### src/jsu_pkg.sv
package jsu_pkg;

    localparam logic [7:0] CH_BSLASH = 8'h5C;
    localparam logic [7:0] CH_U      = 8'h75;

    localparam logic [20:0] CP_REPL  = 21'h00FFFD;
    // U+FFFD as UTF-8, first byte in the low bits (EF BF BD)
    localparam logic [23:0] REPL_UTF8 = 24'hBDBFEF;
    localparam int          REPL_LEN  = 3;

    typedef struct packed {
        logic [3:0][7:0] bytes;  // bytes[0] goes out first
        logic [2:0]      len;
    } utf8_t;

    typedef struct packed {
        logic       valid;
        logic [3:0] digit;
    } hex_t;

    function automatic hex_t hex_decode(input logic [7:0] b);
        hex_t r;
        r.valid = 1'b1;
        r.digit = 4'd0;
        if (b >= 8'h30 && b <= 8'h39)
        begin
            r.digit = 4'(b - 8'h30);
        end
        else if (b >= 8'h61 && b <= 8'h66)
        begin
            r.digit = 4'(b - 8'h57);
        end
        else if (b >= 8'h41 && b <= 8'h46)
        begin
            r.digit = 4'(b - 8'h37);
        end
        else
        begin
            r.valid = 1'b0;
        end
        return r;
    endfunction

    function automatic utf8_t utf8_encode(input logic [20:0] cp);
        utf8_t r;
        r.bytes = '0;
        if (cp <= 21'h7F)
        begin
            r.bytes[0] = cp[7:0];
            r.len      = 3'd1;
        end
        else if (cp <= 21'h7FF)
        begin
            r.bytes[0] = 8'hC0 | {3'b000, cp[10:6]};
            r.bytes[1] = 8'h80 | {2'b00, cp[5:0]};
            r.len      = 3'd2;
        end
        else if (cp <= 21'hFFFF)
        begin
            r.bytes[0] = 8'hE0 | {4'b0000, cp[15:12]};
            r.bytes[1] = 8'h80 | {2'b00, cp[11:6]};
            r.bytes[2] = 8'h80 | {2'b00, cp[5:0]};
            r.len      = 3'd3;
        end
        else
        begin
            r.bytes[0] = 8'hF0 | {5'b00000, cp[20:18]};
            r.bytes[1] = 8'h80 | {2'b00, cp[17:12]};
            r.bytes[2] = 8'h80 | {2'b00, cp[11:6]};
            r.bytes[3] = 8'h80 | {2'b00, cp[5:0]};
            r.len      = 3'd4;
        end
        return r;
    endfunction

endpackage

### src/json_string_unescape_utf8_core.sv
// JSON string body unescaper. Raw bytes of one escaped string body enter on the
// s_ side, one per request, with s_tlast on the final byte; unescaped UTF-8 leaves
// on the m_ side. Plain bytes pass through, simple escapes map to their character,
// \uXXXX (with surrogate pairs) is decoded to UTF-8, and bad \u escapes give U+FFFD
// followed by the hex digits already seen. Each input request is decoded in the
// cycle it is accepted and its whole result run (0 to 10 bytes) lands in a result
// shift register that drains one byte per cycle while m_tready is high. Rate:
// plain text streams at one byte per clock while m_tready is high; an input that
// yields more than one byte holds s_tready low until the last of them is taken,
// as the output lane carries a single byte. A new input is taken in the same cycle
// the last byte of the previous run is taken. m_tuser marks the last byte of a run,
// m_tlast the last byte of the string. End of string resets all decoder state.
module json_string_unescape_utf8_core
(
    input  logic       clk,
    input  logic       rst_n,
    input  logic       s_tvalid,
    output logic       s_tready,
    input  logic [7:0] s_tdata,   // [7:0] in_byte
    input  logic       s_tlast,   // last_byte
    output logic       m_tvalid,
    input  logic       m_tready,
    output logic [7:0] m_tdata,   // [7:0] out_byte
    output logic       m_tlast,   // string_end
    output logic [0:0] m_tuser    // [0] run_last
);
    import jsu_pkg::*;

    localparam logic [2:0] MODE_PLAIN   = 3'd0;
    localparam logic [2:0] MODE_BSLASH  = 3'd1;
    localparam logic [2:0] MODE_HEX_A   = 3'd2;
    localparam logic [2:0] MODE_HIGH    = 3'd3;
    localparam logic [2:0] MODE_HIGH_BS = 3'd4;
    localparam logic [2:0] MODE_HEX_B   = 3'd5;

    localparam logic [1:0] TAIL_NONE = 2'd0;
    localparam logic [1:0] TAIL_BYTE = 2'd1;
    localparam logic [1:0] TAIL_CP   = 2'd2;

    // decoder state
    logic [2:0]       mode_reg,  mode_next;
    logic [11:0]      accum_reg, accum_next;   // first three hex digits
    logic [1:0]       seen_reg,  seen_next;
    logic [2:0][7:0]  raw_reg,   raw_next;     // digit bytes as received
    logic [9:0]       high_reg,  high_next;    // low 10 bits of held high surrogate

    // result run buffer, byte 0 is the one on m_tdata
    logic [79:0]      run_buf_reg;
    logic [3:0]       count_reg;
    logic             end_reg;

    logic             accept;
    logic             take;
    logic [7:0]       b;
    logic             last;

    // per-path outcomes
    logic             plain_to_bs;
    logic [7:0]       esc_byte;
    logic             bs_is_u;
    hex_t             hx;
    logic             dig_ok;
    logic [15:0]      v;
    logic             v_high;
    logic             v_low;
    logic [20:0]      pair_cp;

    // run composition: n_fffd x U+FFFD, n_dig digits, then tail
    logic [1:0]       n_fffd;
    logic [1:0]       n_dig;
    logic [1:0]       tail_kind;
    logic [7:0]       tail_byte;
    logic [20:0]      tail_cp;
    utf8_t            tail_enc;
    logic [31:0]      tail_bytes;
    logic [2:0]       tail_len;
    logic [3:0]       pre_len;
    logic [3:0]       dig_end;
    logic [3:0]       run_len;
    logic [79:0]      fffd_seg;
    logic [23:0]      dig_seg;
    logic [79:0]      run_vec;

    assign b      = s_tdata;
    assign last   = s_tlast;
    assign accept = s_tvalid && s_tready;
    assign take   = m_tvalid && m_tready;

    assign s_tready = (count_reg == 4'd0) || ((count_reg == 4'd1) && m_tready);
    assign m_tvalid = (count_reg != 4'd0);
    assign m_tdata  = run_buf_reg[7:0];
    assign m_tuser  = (count_reg == 4'd1);
    assign m_tlast  = (count_reg == 4'd1) && end_reg;

    always_comb
    begin
        plain_to_bs = (b == CH_BSLASH) && !last;
        bs_is_u     = (b == CH_U);
        unique case (b)
            8'h62:   esc_byte = 8'h08;
            8'h66:   esc_byte = 8'h0C;
            8'h6E:   esc_byte = 8'h0A;
            8'h72:   esc_byte = 8'h0D;
            8'h74:   esc_byte = 8'h09;
            default: esc_byte = b;
        endcase
        hx      = hex_decode(b);
        dig_ok  = hx.valid && !(last && (seen_reg != 2'd3));
        v       = {accum_reg, hx.digit};
        v_high  = (v >= 16'hD800) && (v <= 16'hDBFF);
        v_low   = (v >= 16'hDC00) && (v <= 16'hDFFF);
        pair_cp = 21'h010000 + {1'b0, high_reg, v[9:0]};
    end

    // next state and run layout
    always_comb
    begin
        mode_next  = mode_reg;
        accum_next = accum_reg;
        seen_next  = seen_reg;
        raw_next   = raw_reg;
        high_next  = high_reg;
        n_fffd     = 2'd0;
        n_dig      = 2'd0;
        tail_kind  = TAIL_NONE;
        tail_byte  = b;
        tail_cp    = CP_REPL;

        unique case (mode_reg)
            MODE_BSLASH, MODE_HIGH_BS:
            begin
                if (mode_reg == MODE_HIGH_BS && bs_is_u && !last)
                begin
                    mode_next  = MODE_HEX_B;
                    accum_next = '0;
                    seen_next  = '0;
                end
                else
                begin
                    // lone high surrogate goes out before the escape
                    if (mode_reg == MODE_HIGH_BS)
                    begin
                        n_fffd = 2'd1;
                    end
                    mode_next = MODE_PLAIN;
                    if (bs_is_u)
                    begin
                        if (last)
                        begin
                            tail_kind = TAIL_CP;
                        end
                        else
                        begin
                            mode_next  = MODE_HEX_A;
                            accum_next = '0;
                            seen_next  = '0;
                        end
                    end
                    else
                    begin
                        tail_kind = TAIL_BYTE;
                        tail_byte = esc_byte;
                    end
                end
            end
            MODE_HEX_A, MODE_HEX_B:
            begin
                if (!dig_ok)
                begin
                    n_fffd    = (mode_reg == MODE_HEX_B) ? 2'd2 : 2'd1;
                    n_dig     = seen_reg;
                    mode_next = plain_to_bs ? MODE_BSLASH : MODE_PLAIN;
                    tail_kind = plain_to_bs ? TAIL_NONE : TAIL_BYTE;
                end
                else if (seen_reg != 2'd3)
                begin
                    raw_next[seen_reg] = b;
                    accum_next         = {accum_reg[7:0], hx.digit};
                    seen_next          = seen_reg + 2'd1;
                end
                else if (mode_reg == MODE_HEX_B && v_low)
                begin
                    mode_next = MODE_PLAIN;
                    tail_kind = TAIL_CP;
                    tail_cp   = pair_cp;
                end
                else
                begin
                    // second escape was not a low half: flush the held one
                    if (mode_reg == MODE_HEX_B)
                    begin
                        n_fffd = 2'd1;
                    end
                    mode_next = MODE_PLAIN;
                    if (v_high && !last)
                    begin
                        high_next = v[9:0];
                        mode_next = MODE_HIGH;
                    end
                    else if (v_high || v_low)
                    begin
                        tail_kind = TAIL_CP;
                    end
                    else
                    begin
                        tail_kind = TAIL_CP;
                        tail_cp   = {5'b00000, v};
                    end
                end
            end
            MODE_HIGH:
            begin
                if (plain_to_bs)
                begin
                    mode_next = MODE_HIGH_BS;
                end
                else
                begin
                    n_fffd    = 2'd1;
                    mode_next = MODE_PLAIN;
                    tail_kind = TAIL_BYTE;
                end
            end
            default:
            begin
                mode_next = plain_to_bs ? MODE_BSLASH : MODE_PLAIN;
                tail_kind = plain_to_bs ? TAIL_NONE : TAIL_BYTE;
            end
        endcase

        if (last)
        begin
            mode_next  = MODE_PLAIN;
            accum_next = '0;
            seen_next  = '0;
            raw_next   = '0;
            high_next  = '0;
        end
    end

    // pack the run into one vector
    always_comb
    begin
        tail_enc = utf8_encode(tail_cp);
        unique case (tail_kind)
            TAIL_BYTE:
            begin
                tail_bytes = {24'h000000, tail_byte};
                tail_len   = 3'd1;
            end
            TAIL_CP:
            begin
                tail_bytes = tail_enc.bytes;
                tail_len   = tail_enc.len;
            end
            default:
            begin
                tail_bytes = '0;
                tail_len   = 3'd0;
            end
        endcase

        unique case (n_fffd)
            2'd1:    fffd_seg = {56'h0, REPL_UTF8};
            2'd2:    fffd_seg = {32'h0, REPL_UTF8, REPL_UTF8};
            default: fffd_seg = '0;
        endcase

        unique case (n_dig)
            2'd1:    dig_seg = {16'h0000, raw_reg[0]};
            2'd2:    dig_seg = {8'h00, raw_reg[1], raw_reg[0]};
            2'd3:    dig_seg = raw_reg;
            default: dig_seg = '0;
        endcase

        pre_len = 4'(REPL_LEN) * {2'b00, n_fffd};
        dig_end = pre_len + {2'b00, n_dig};
        run_len = dig_end + {1'b0, tail_len};
        run_vec = fffd_seg
                | ({56'h0, dig_seg} << {pre_len, 3'b000})
                | ({48'h0, tail_bytes} << {dig_end, 3'b000});
    end

    always_ff @(posedge clk or negedge rst_n)
    begin
        if (!rst_n)
        begin
            mode_reg  <= MODE_PLAIN;
            accum_reg <= '0;
            seen_reg  <= '0;
            raw_reg   <= '0;
            high_reg  <= '0;
            count_reg <= '0;
            end_reg   <= 1'b0;
        end
        else if (accept)
        begin
            mode_reg  <= mode_next;
            accum_reg <= accum_next;
            seen_reg  <= seen_next;
            raw_reg   <= raw_next;
            high_reg  <= high_next;
            count_reg <= run_len;
            end_reg   <= last;
        end
        else if (take)
        begin
            count_reg <= count_reg - 4'd1;
        end
    end

    always_ff @(posedge clk)
    begin
        if (accept)
        begin
            run_buf_reg <= run_vec;
        end
        else if (take)
        begin
            run_buf_reg <= run_buf_reg >> 8;
        end
    end

endmodule

### config.mk
export PLATFORM = sky130hd
export DESIGN_NAME = json_string_unescape_utf8_core
export DESIGN_NICKNAME = d
export VERILOG_FILES = /design/src/jsu_pkg.sv /design/src/json_string_unescape_utf8_core.sv
export SDC_FILE = /design/constraint.sdc
export NUM_CORES = 1
export LEC_CHECK = 0
export BUFFER_PORTS_ARGS = -buffer_cell sky130_fd_sc_hd__buf_2
export CORE_MARGIN = 2
export CORE_UTILIZATION = 40
export DETAILED_ROUTE_END_ITERATION = 8
export PLACE_DENSITY = 0.66
export SETUP_SLACK_MARGIN = 0.15
export SYNTH_ARGS = -nofsm -noshare
export SYNTH_HDL_FRONTEND = slang
export SYNTH_SLANG_ARGS = --single-unit
### constraint.sdc
create_clock -name clk -period 4.1 [get_ports clk]
set_input_delay 0.82 -clock clk [delete_from_list [all_inputs] [get_ports clk]]
set_output_delay 0.82 -clock clk [all_outputs]
set_load 0.02 [all_outputs]
; Yosys cells after proc, flatten, opt, wreduce, memory -nomap -nowiden
; Cells that the tools add are included.
[op_classes]
add_sub_neg = 8
multipliers = 1
order_cmp = 15
eq_ne = 27
n_shift = 2
muxes = 84
bitwise_logic = 2
n_reduce_logical = 35
[ops]
columns = op, n
row1 = 80-bit two-way mux, 2
row2 = 80-bit OR, 2
row3 = 24-bit two-way mux, 5
row4 = 48-bit case mux with 2 select lines, 1
row5 = 21-bit two-way mux, 4
row6 = 24-bit by 7-bit << shifter with 80-bit output, 1
row7 = 32-bit by 7-bit << shifter with 80-bit output, 1
row8 = 24-bit case mux with 3 select lines, 1
row9 = 32-bit case mux with 2 select lines, 1
row10 = 10-bit two-way mux, 6
row11 = 12-bit two-way mux, 5
row12 = 8-bit by 7-bit == test with 1-bit output (second input constant), 7
row13 = 16-bit two-way mux, 3
row14 = 8-bit two-way mux, 5
row15 = 8-bit case mux with 5 select lines, 1
row16 = 2-bit two-way mux, 19
row17 = 16-bit greater-or-equal comparator (second input constant), 2
row18 = 16-bit <= comparator (second input constant), 2
row19 = 25-bit two-way mux, 1
row20 = 24-bit bitwise mux, 1
row21 = 12-bit case mux with 2 select lines, 1
row22 = 17-bit by 20-bit adder with 21-bit output (first input constant), 1
row23 = 21-bit by 11-bit <= comparator with 1-bit output (second input constant), 1
row24 = 21-bit by 16-bit <= comparator with 1-bit output (second input constant), 1
row25 = 44 further kinds, 100
[totals]
reg_bits = 136
inputBits = 13
output_inout_bits = 12
word_cells = 184

; Longest topological paths before layout
[logic_depth]
ltp_word = 22
depth_mapped = 23
depth_no_buf = 21

; Least setup slack after synthesis
; No wires, ideal clock.
[synth_timing]
path_kind = input -> register
startpoint = input s_tdata[0]
endpoint = register run_buf_reg[43], data pin
setup_time_ps = 258
t_arrival_ps = 5326
t_required_ps = 3842
slack_ps = -1484
stages = 17
n_path_buf = 3
cell_sequence = clkbuf_1 > inv_1 > ha_1 > nor3b_1 > or4_4 > a22oi_1 > o211ai_2 > clkbuf_1 > ha_1 > fa_1 > xnor2_1 > clkinv_1 > nand2_1 > clkbuf_1 > nand2_1 > a221o_1 > o221a_2
[synth_via]
elab_chain_len = 22
word_cells_on_any_way = 90
classes_between = add/sub: 5 / mul: 1 / order compare: 13 / eq/ne: 14 / shift: 2 / mux: 41 / bitwise: 2 / reduce/logical: 12
[synth_lines]
columns = item, line_no
row1 = "start, declared", json_string_unescape_utf8_core.sv:19  ; input logic [7:0] s_tdata,
row2 = 8-bit by 7-bit greater-or-equal comparator with 1-bit output or 8-bit by 7-bit <= comparator with 1-bit output (tied branches), jsu_pkg.sv:33  ; else if (b >= 8'h41 && b <= 8'h46)
row3 = 1-bit logical AND, jsu_pkg.sv:33
row4 = 4-bit two-way mux, jsu_pkg.sv:33
row5 = 4-bit two-way mux, jsu_pkg.sv:29  ; else if (b >= 8'h61 && b <= 8'h66)
row6 = 4-bit two-way mux, jsu_pkg.sv:25  ; if (b >= 8'h30 && b <= 8'h39)
row7 = 16-bit greater-or-equal comparator (tied with other cells), json_string_unescape_utf8_core.sv:110  ; v_high = (v >= 16'hD800) && (v <= 16'hDBFF);
row8 = "1-bit logical AND, on equally long branches", "json_string_unescape_utf8_core.sv:110, json_string_unescape_utf8_core.sv:111"
row9 = 1-bit logical OR, json_string_unescape_utf8_core.sv:200  ; else if (v_high || v_low)
row10 = [6 not listed], --
row11 = 21-bit by 16-bit <= comparator with 1-bit output, jsu_pkg.sv:58  ; else if (cp <= 21'hFFFF)
row12 = 25-bit two-way mux or 8-bit two-way mux (tied branches), jsu_pkg.sv:58
row13 = 19-bit two-way mux or 16-bit two-way mux (tied branches), jsu_pkg.sv:52  ; else if (cp <= 21'h7FF)
row14 = 11-bit two-way mux or 24-bit two-way mux (tied branches), jsu_pkg.sv:47  ; if (cp <= 21'h7F)
row15 = 32-bit case mux with 2 select lines, json_string_unescape_utf8_core.sv:245  ; unique case (tail_kind)
row16 = 32-bit by 7-bit << shifter with 80-bit output, json_string_unescape_utf8_core.sv:281  ; | ({48'h0, tail_bytes} << {dig_end, 3'b000});
row17 = 80-bit OR *, json_string_unescape_utf8_core.sv:281
row18 = 80-bit two-way mux *, json_string_unescape_utf8_core.sv:314  ; if (accept)
row19 = "end signal, assigned", json_string_unescape_utf8_core.sv:316  ; run_buf_reg <= run_vec;
row20 = "end signal, assigned", json_string_unescape_utf8_core.sv:320  ; run_buf_reg <= run_buf_reg >> 8;
row21 = "end, declared", json_string_unescape_utf8_core.sv:48  ; logic [79:0] run_buf_reg;
; Mark *: on every way between the ends. The rest lies on a longest branch, timed or not.
; A chain may end at the register's enable or synchronous reset.

; Final worst setup path
[layout_timing]
startpoint = input s_tdata[7]
endpoint = register run_buf_reg[67], data pin
; The elaborated chain is that of the path after synthesis.

==> results.sh <==
export IMPL_status="finished clean"
export IMPL_tns_ps=0
export IMPL_powerDensity_nw_per_um2=306
export IMPL_place_congestion=1.08
export IMPL_synth_top_cell_area_share_pct=22.9
export IMPL_dieArea_um2=27500
export IMPL_finalWorstPathRequiredPeriod_ps=4020
export IMPL_slew_headroom_pct=26.7
export IMPL_cts_made_buffers=17
export IMPL_cts_root_buffer="clkbuf_16"
export IMPL_worstSetupPathType="input pin to flop"
export IMPL_clock_latency_ps=440
export IMPL_grt_pass1_vias=11800
export IMPL_crit_path_end_kind="flop"
export IMPL_place_inst=1808
export IMPL_drv_slew=0
export IMPL_synth_edf_count=80
export IMPL_syn_nets=1299
export IMPL_synthArstFlopShare_pct=41.2
export IMPL_nets=1560
export IMPL_drive_above_1_share_pct=37.7
export IMPL_setup_viol=0
export IMPL_viasPerCell=6.51
export IMPL_remaining_drc_errors=0
export IMPL_yosysWarnings=0
export IMPL_vias=12200
export IMPL_crit_fanout=5
export IMPL_min_path_type="input pin to asynchronous set/reset pin"
export IMPL_port_buffers=24
export IMPL_seq_area_um2=3800
export IMPL_setup_ws_ps=76.3
export IMPL_leakagePower_nw=5.78
export IMPL_maxCapViolations=0
export IMPL_peakVddDrop_mv=0.405
export IMPL_worst_pin_slew_ps=1090
export IMPL_initial_core_util_pct=40.4
export IMPL_drt_iter0_drc=1897
export IMPL_crit_required_ps=4290
export IMPL_hold_viol=0
export IMPL_grt_pass1_wl_mm=72.9
export IMPL_die_w_um=166
export IMPL_routedWlPerCell_um=26.4
export IMPL_clk_path_buf_depth=2
export IMPL_synth_flop_cell="edfxtp_1"
export IMPL_r2r_cells=16
export IMPL_fin_crit_sh_pct=98.1
export IMPL_timing_fmax_mhz=249
export IMPL_clk_pin_slew_ps=80
export IMPL_track_usage_pct=34.9
export IMPL_crit_arrival_ps=4220
export IMPL_rrSetupSlack_ps=310
export IMPL_drt_wl_total_mm=49.4
export IMPL_syn_cell_area_um2=10500
export IMPL_ys_seq_area_share_pct=36.3
export IMPL_cts_sink_count=136
export IMPL_final_cells=1872
export IMPL_cp_startpoint="s_tdata[7]"
export IMPL_skew_ps=13.3
export IMPL_rsz0062_at_grt="true"
export IMPL_cp_common_cell="buf_6"
export IMPL_core_area_um2=25900
export IMPL_timing_rr_start="mode_reg[2]"
export IMPL_hpwl_mm=37.6
export IMPL_fillers=2299
export IMPL_grt_start_max_net_pins=89
export IMPL_crit_slowest_cell="fa_2"
export IMPL_synth_seq_cells=136
export IMPL_num_antenna_cells=0
export IMPL_cts_hold_buf=0
export IMPL_num_io_pins=25
export IMPL_firstDrtPassIters=7
export IMPL_row_count=59
export IMPL_synthTopCellsByArea="edfxtp_1 23%, dfrtp_1 13%, nand2_1 5.4%"
export IMPL_overflow=0
export IMPL_crit_path_max_incr_delay_ps=650
export IMPL_synth_top_cell_by_area="edfxtp_1"
export IMPL_syn_area_per_cell_um2=8.30
export IMPL_dieHeight_um=166
export IMPL_r2r_end="run_buf_reg[45]"
export IMPL_antenna_found_initial=0
export IMPL_dp_worst_setup_slack_ps=-550
export IMPL_hold_worst_slack_ps=343
export IMPL_cp_cell_sequence="buf_6 -> or3b_4 -> or4_4 -> a22oi_2 -> buf_4 -> o211ai_4 -> ha_4 -> fa_2 -> inv_4 -> nand2_4 -> buf_6 -> nor2_4 -> buf_6 -> a211oi_2 -> buf_4 -> o211ai_1 -> o21a_1"
export IMPL_syn_inst=1263
export IMPL_syn2layout_area_growth_pct=43.2
export IMPL_cts_htree_levels=4
export IMPL_cts_tree="yes"
export IMPL_worst_setup_path_start_kind="input pin"
export IMPL_yosysUniqueCellTypes=97
export IMPL_largest_reg_flops=80
export IMPL_postRouteAntennaNets=0
export IMPL_multi_input_comb_area_um2=7260
## report_power, final
part | internal [W] | switching [W]
combinational | 0.000414 | 0.000669
clock | 0.000816 | 0.000778
sequential | 0.00180 | 0.000109
## layer usage
metal / share of wire, % / GRT usage (%) / up-vias
met3: 11 / 10.7 / 146
met2: 43 / 52.4 / 805
li1: - / - / 5350
met1: 41 / 46.9 / 5891
met5: 0 / 0 / -
met4: 4.6 / 14.4 / 0
## placed cells by master (no fill, tap or decap), types with 33 or more instances in the layout
cell,n
o21ai_0,58
buf_4,268
nand3_1,43
buf_6,36
a21oi_1,68
nand2_1,133
dfrtp_1,56
edfxtp_1,80
nor2_1,120
a22o_1,33
## synth_stat cells (5+ instances only)
master       n
nand2_1    150
nor2_1     141
a21oi_1     91
edfxtp_1    80
o21ai_0     79
clkbuf_1    70
dfrtp_1     56
nand3_1     47
nor3_1      36
a22o_1      33
inv_1       31
a221oi_1    28
a31oi_1     23
a22oi_1     22
ha_1        21
o22ai_1     18
nand4_1     14
o31ai_1     14
and2_1      13
and3_1      13
a21o_1      12
mux2i_1     12
o21ai_1     12
nor2b_1     11
buf_2       10
buf_4       10
nand2b_1    10
o211ai_1    10
o21a_1      10
o41ai_1     10
a32oi_1      8
a221o_1      7
nor4_1       7
o22a_1       7
a211o_1      6
a211oi_1     6
buf_1        6
o221ai_1     6
or3_1        6
xnor2_1      6
o2111ai_1    5
o211a_1      5
o32a_1       5
## worst max-delay path by stage
stage | end | slack (ps) | cells after the start
2_1_floorplan | count_reg[1] | -490 | 16
3_3_place_gp | run_buf_reg[45] | -470 | 16
3_5_place_dp | run_buf_reg[45] | -550 | 16
4_1_cts | run_buf_reg[74] | 120 | 15
5_1_grt | run_buf_reg[49] | -70 | 18
6_report | run_buf_reg[67] | 80 | 17
## layout make-up
type / instances / area share [%]
Timing Repair Buffer: 340 / 18.6
Tap cell: 335 / 2.79
Clock inverter: 15 / 1.03
Clock buffer: 17 / 2.84
Inverter: 36 / 0.976
Sequential cell: 136 / 25.4
Multi-Input combinational cell: 993 / 48.4
## per-stage QoR
stage | utilization (%) | area (um2) | total power (W)
6_report | 57.9 | 15000 | 0.00459
5_1_grt | 57.9 | 15000 | 0.00476
4_1_cts | 54.6 | 14200 | 0.00453
3_5_place_dp | 50.8 | 13200 | 0.00294
3_3_place_gp | 50.8 | 13200 | 0.00289
2_1_floorplan | - | 10900 | 0.00257
## worst max-delay path, delay by kind of cell
family,cells,cell delay [ps]
simple gates,4,1040
buf+inv,6,730
compound gates,5,680
fa+ha+maj,2,930
## cells by family after synthesis
kind of cell             share of synthesized area, %
AND/OR/NAND/NOR                                  22.4
adder cells (fa/ha/maj)                          2.89
AO/OA/AOI/OAI                                    31.0
flip-flops                                       36.3
buffers and inverters                            5.42
multiplexers                                     1.36
XOR/XNOR                                        0.669
## what timing repair did
item | in CTS | in global routing
setup endpoints to repair | 65 | 81
pin swaps | 28 | 87
resized for setup | 76 | 150
cloned | 0 | 0
setup buffers | 13 | 19
No activity file was read; power rests on OpenSTA's default activity.
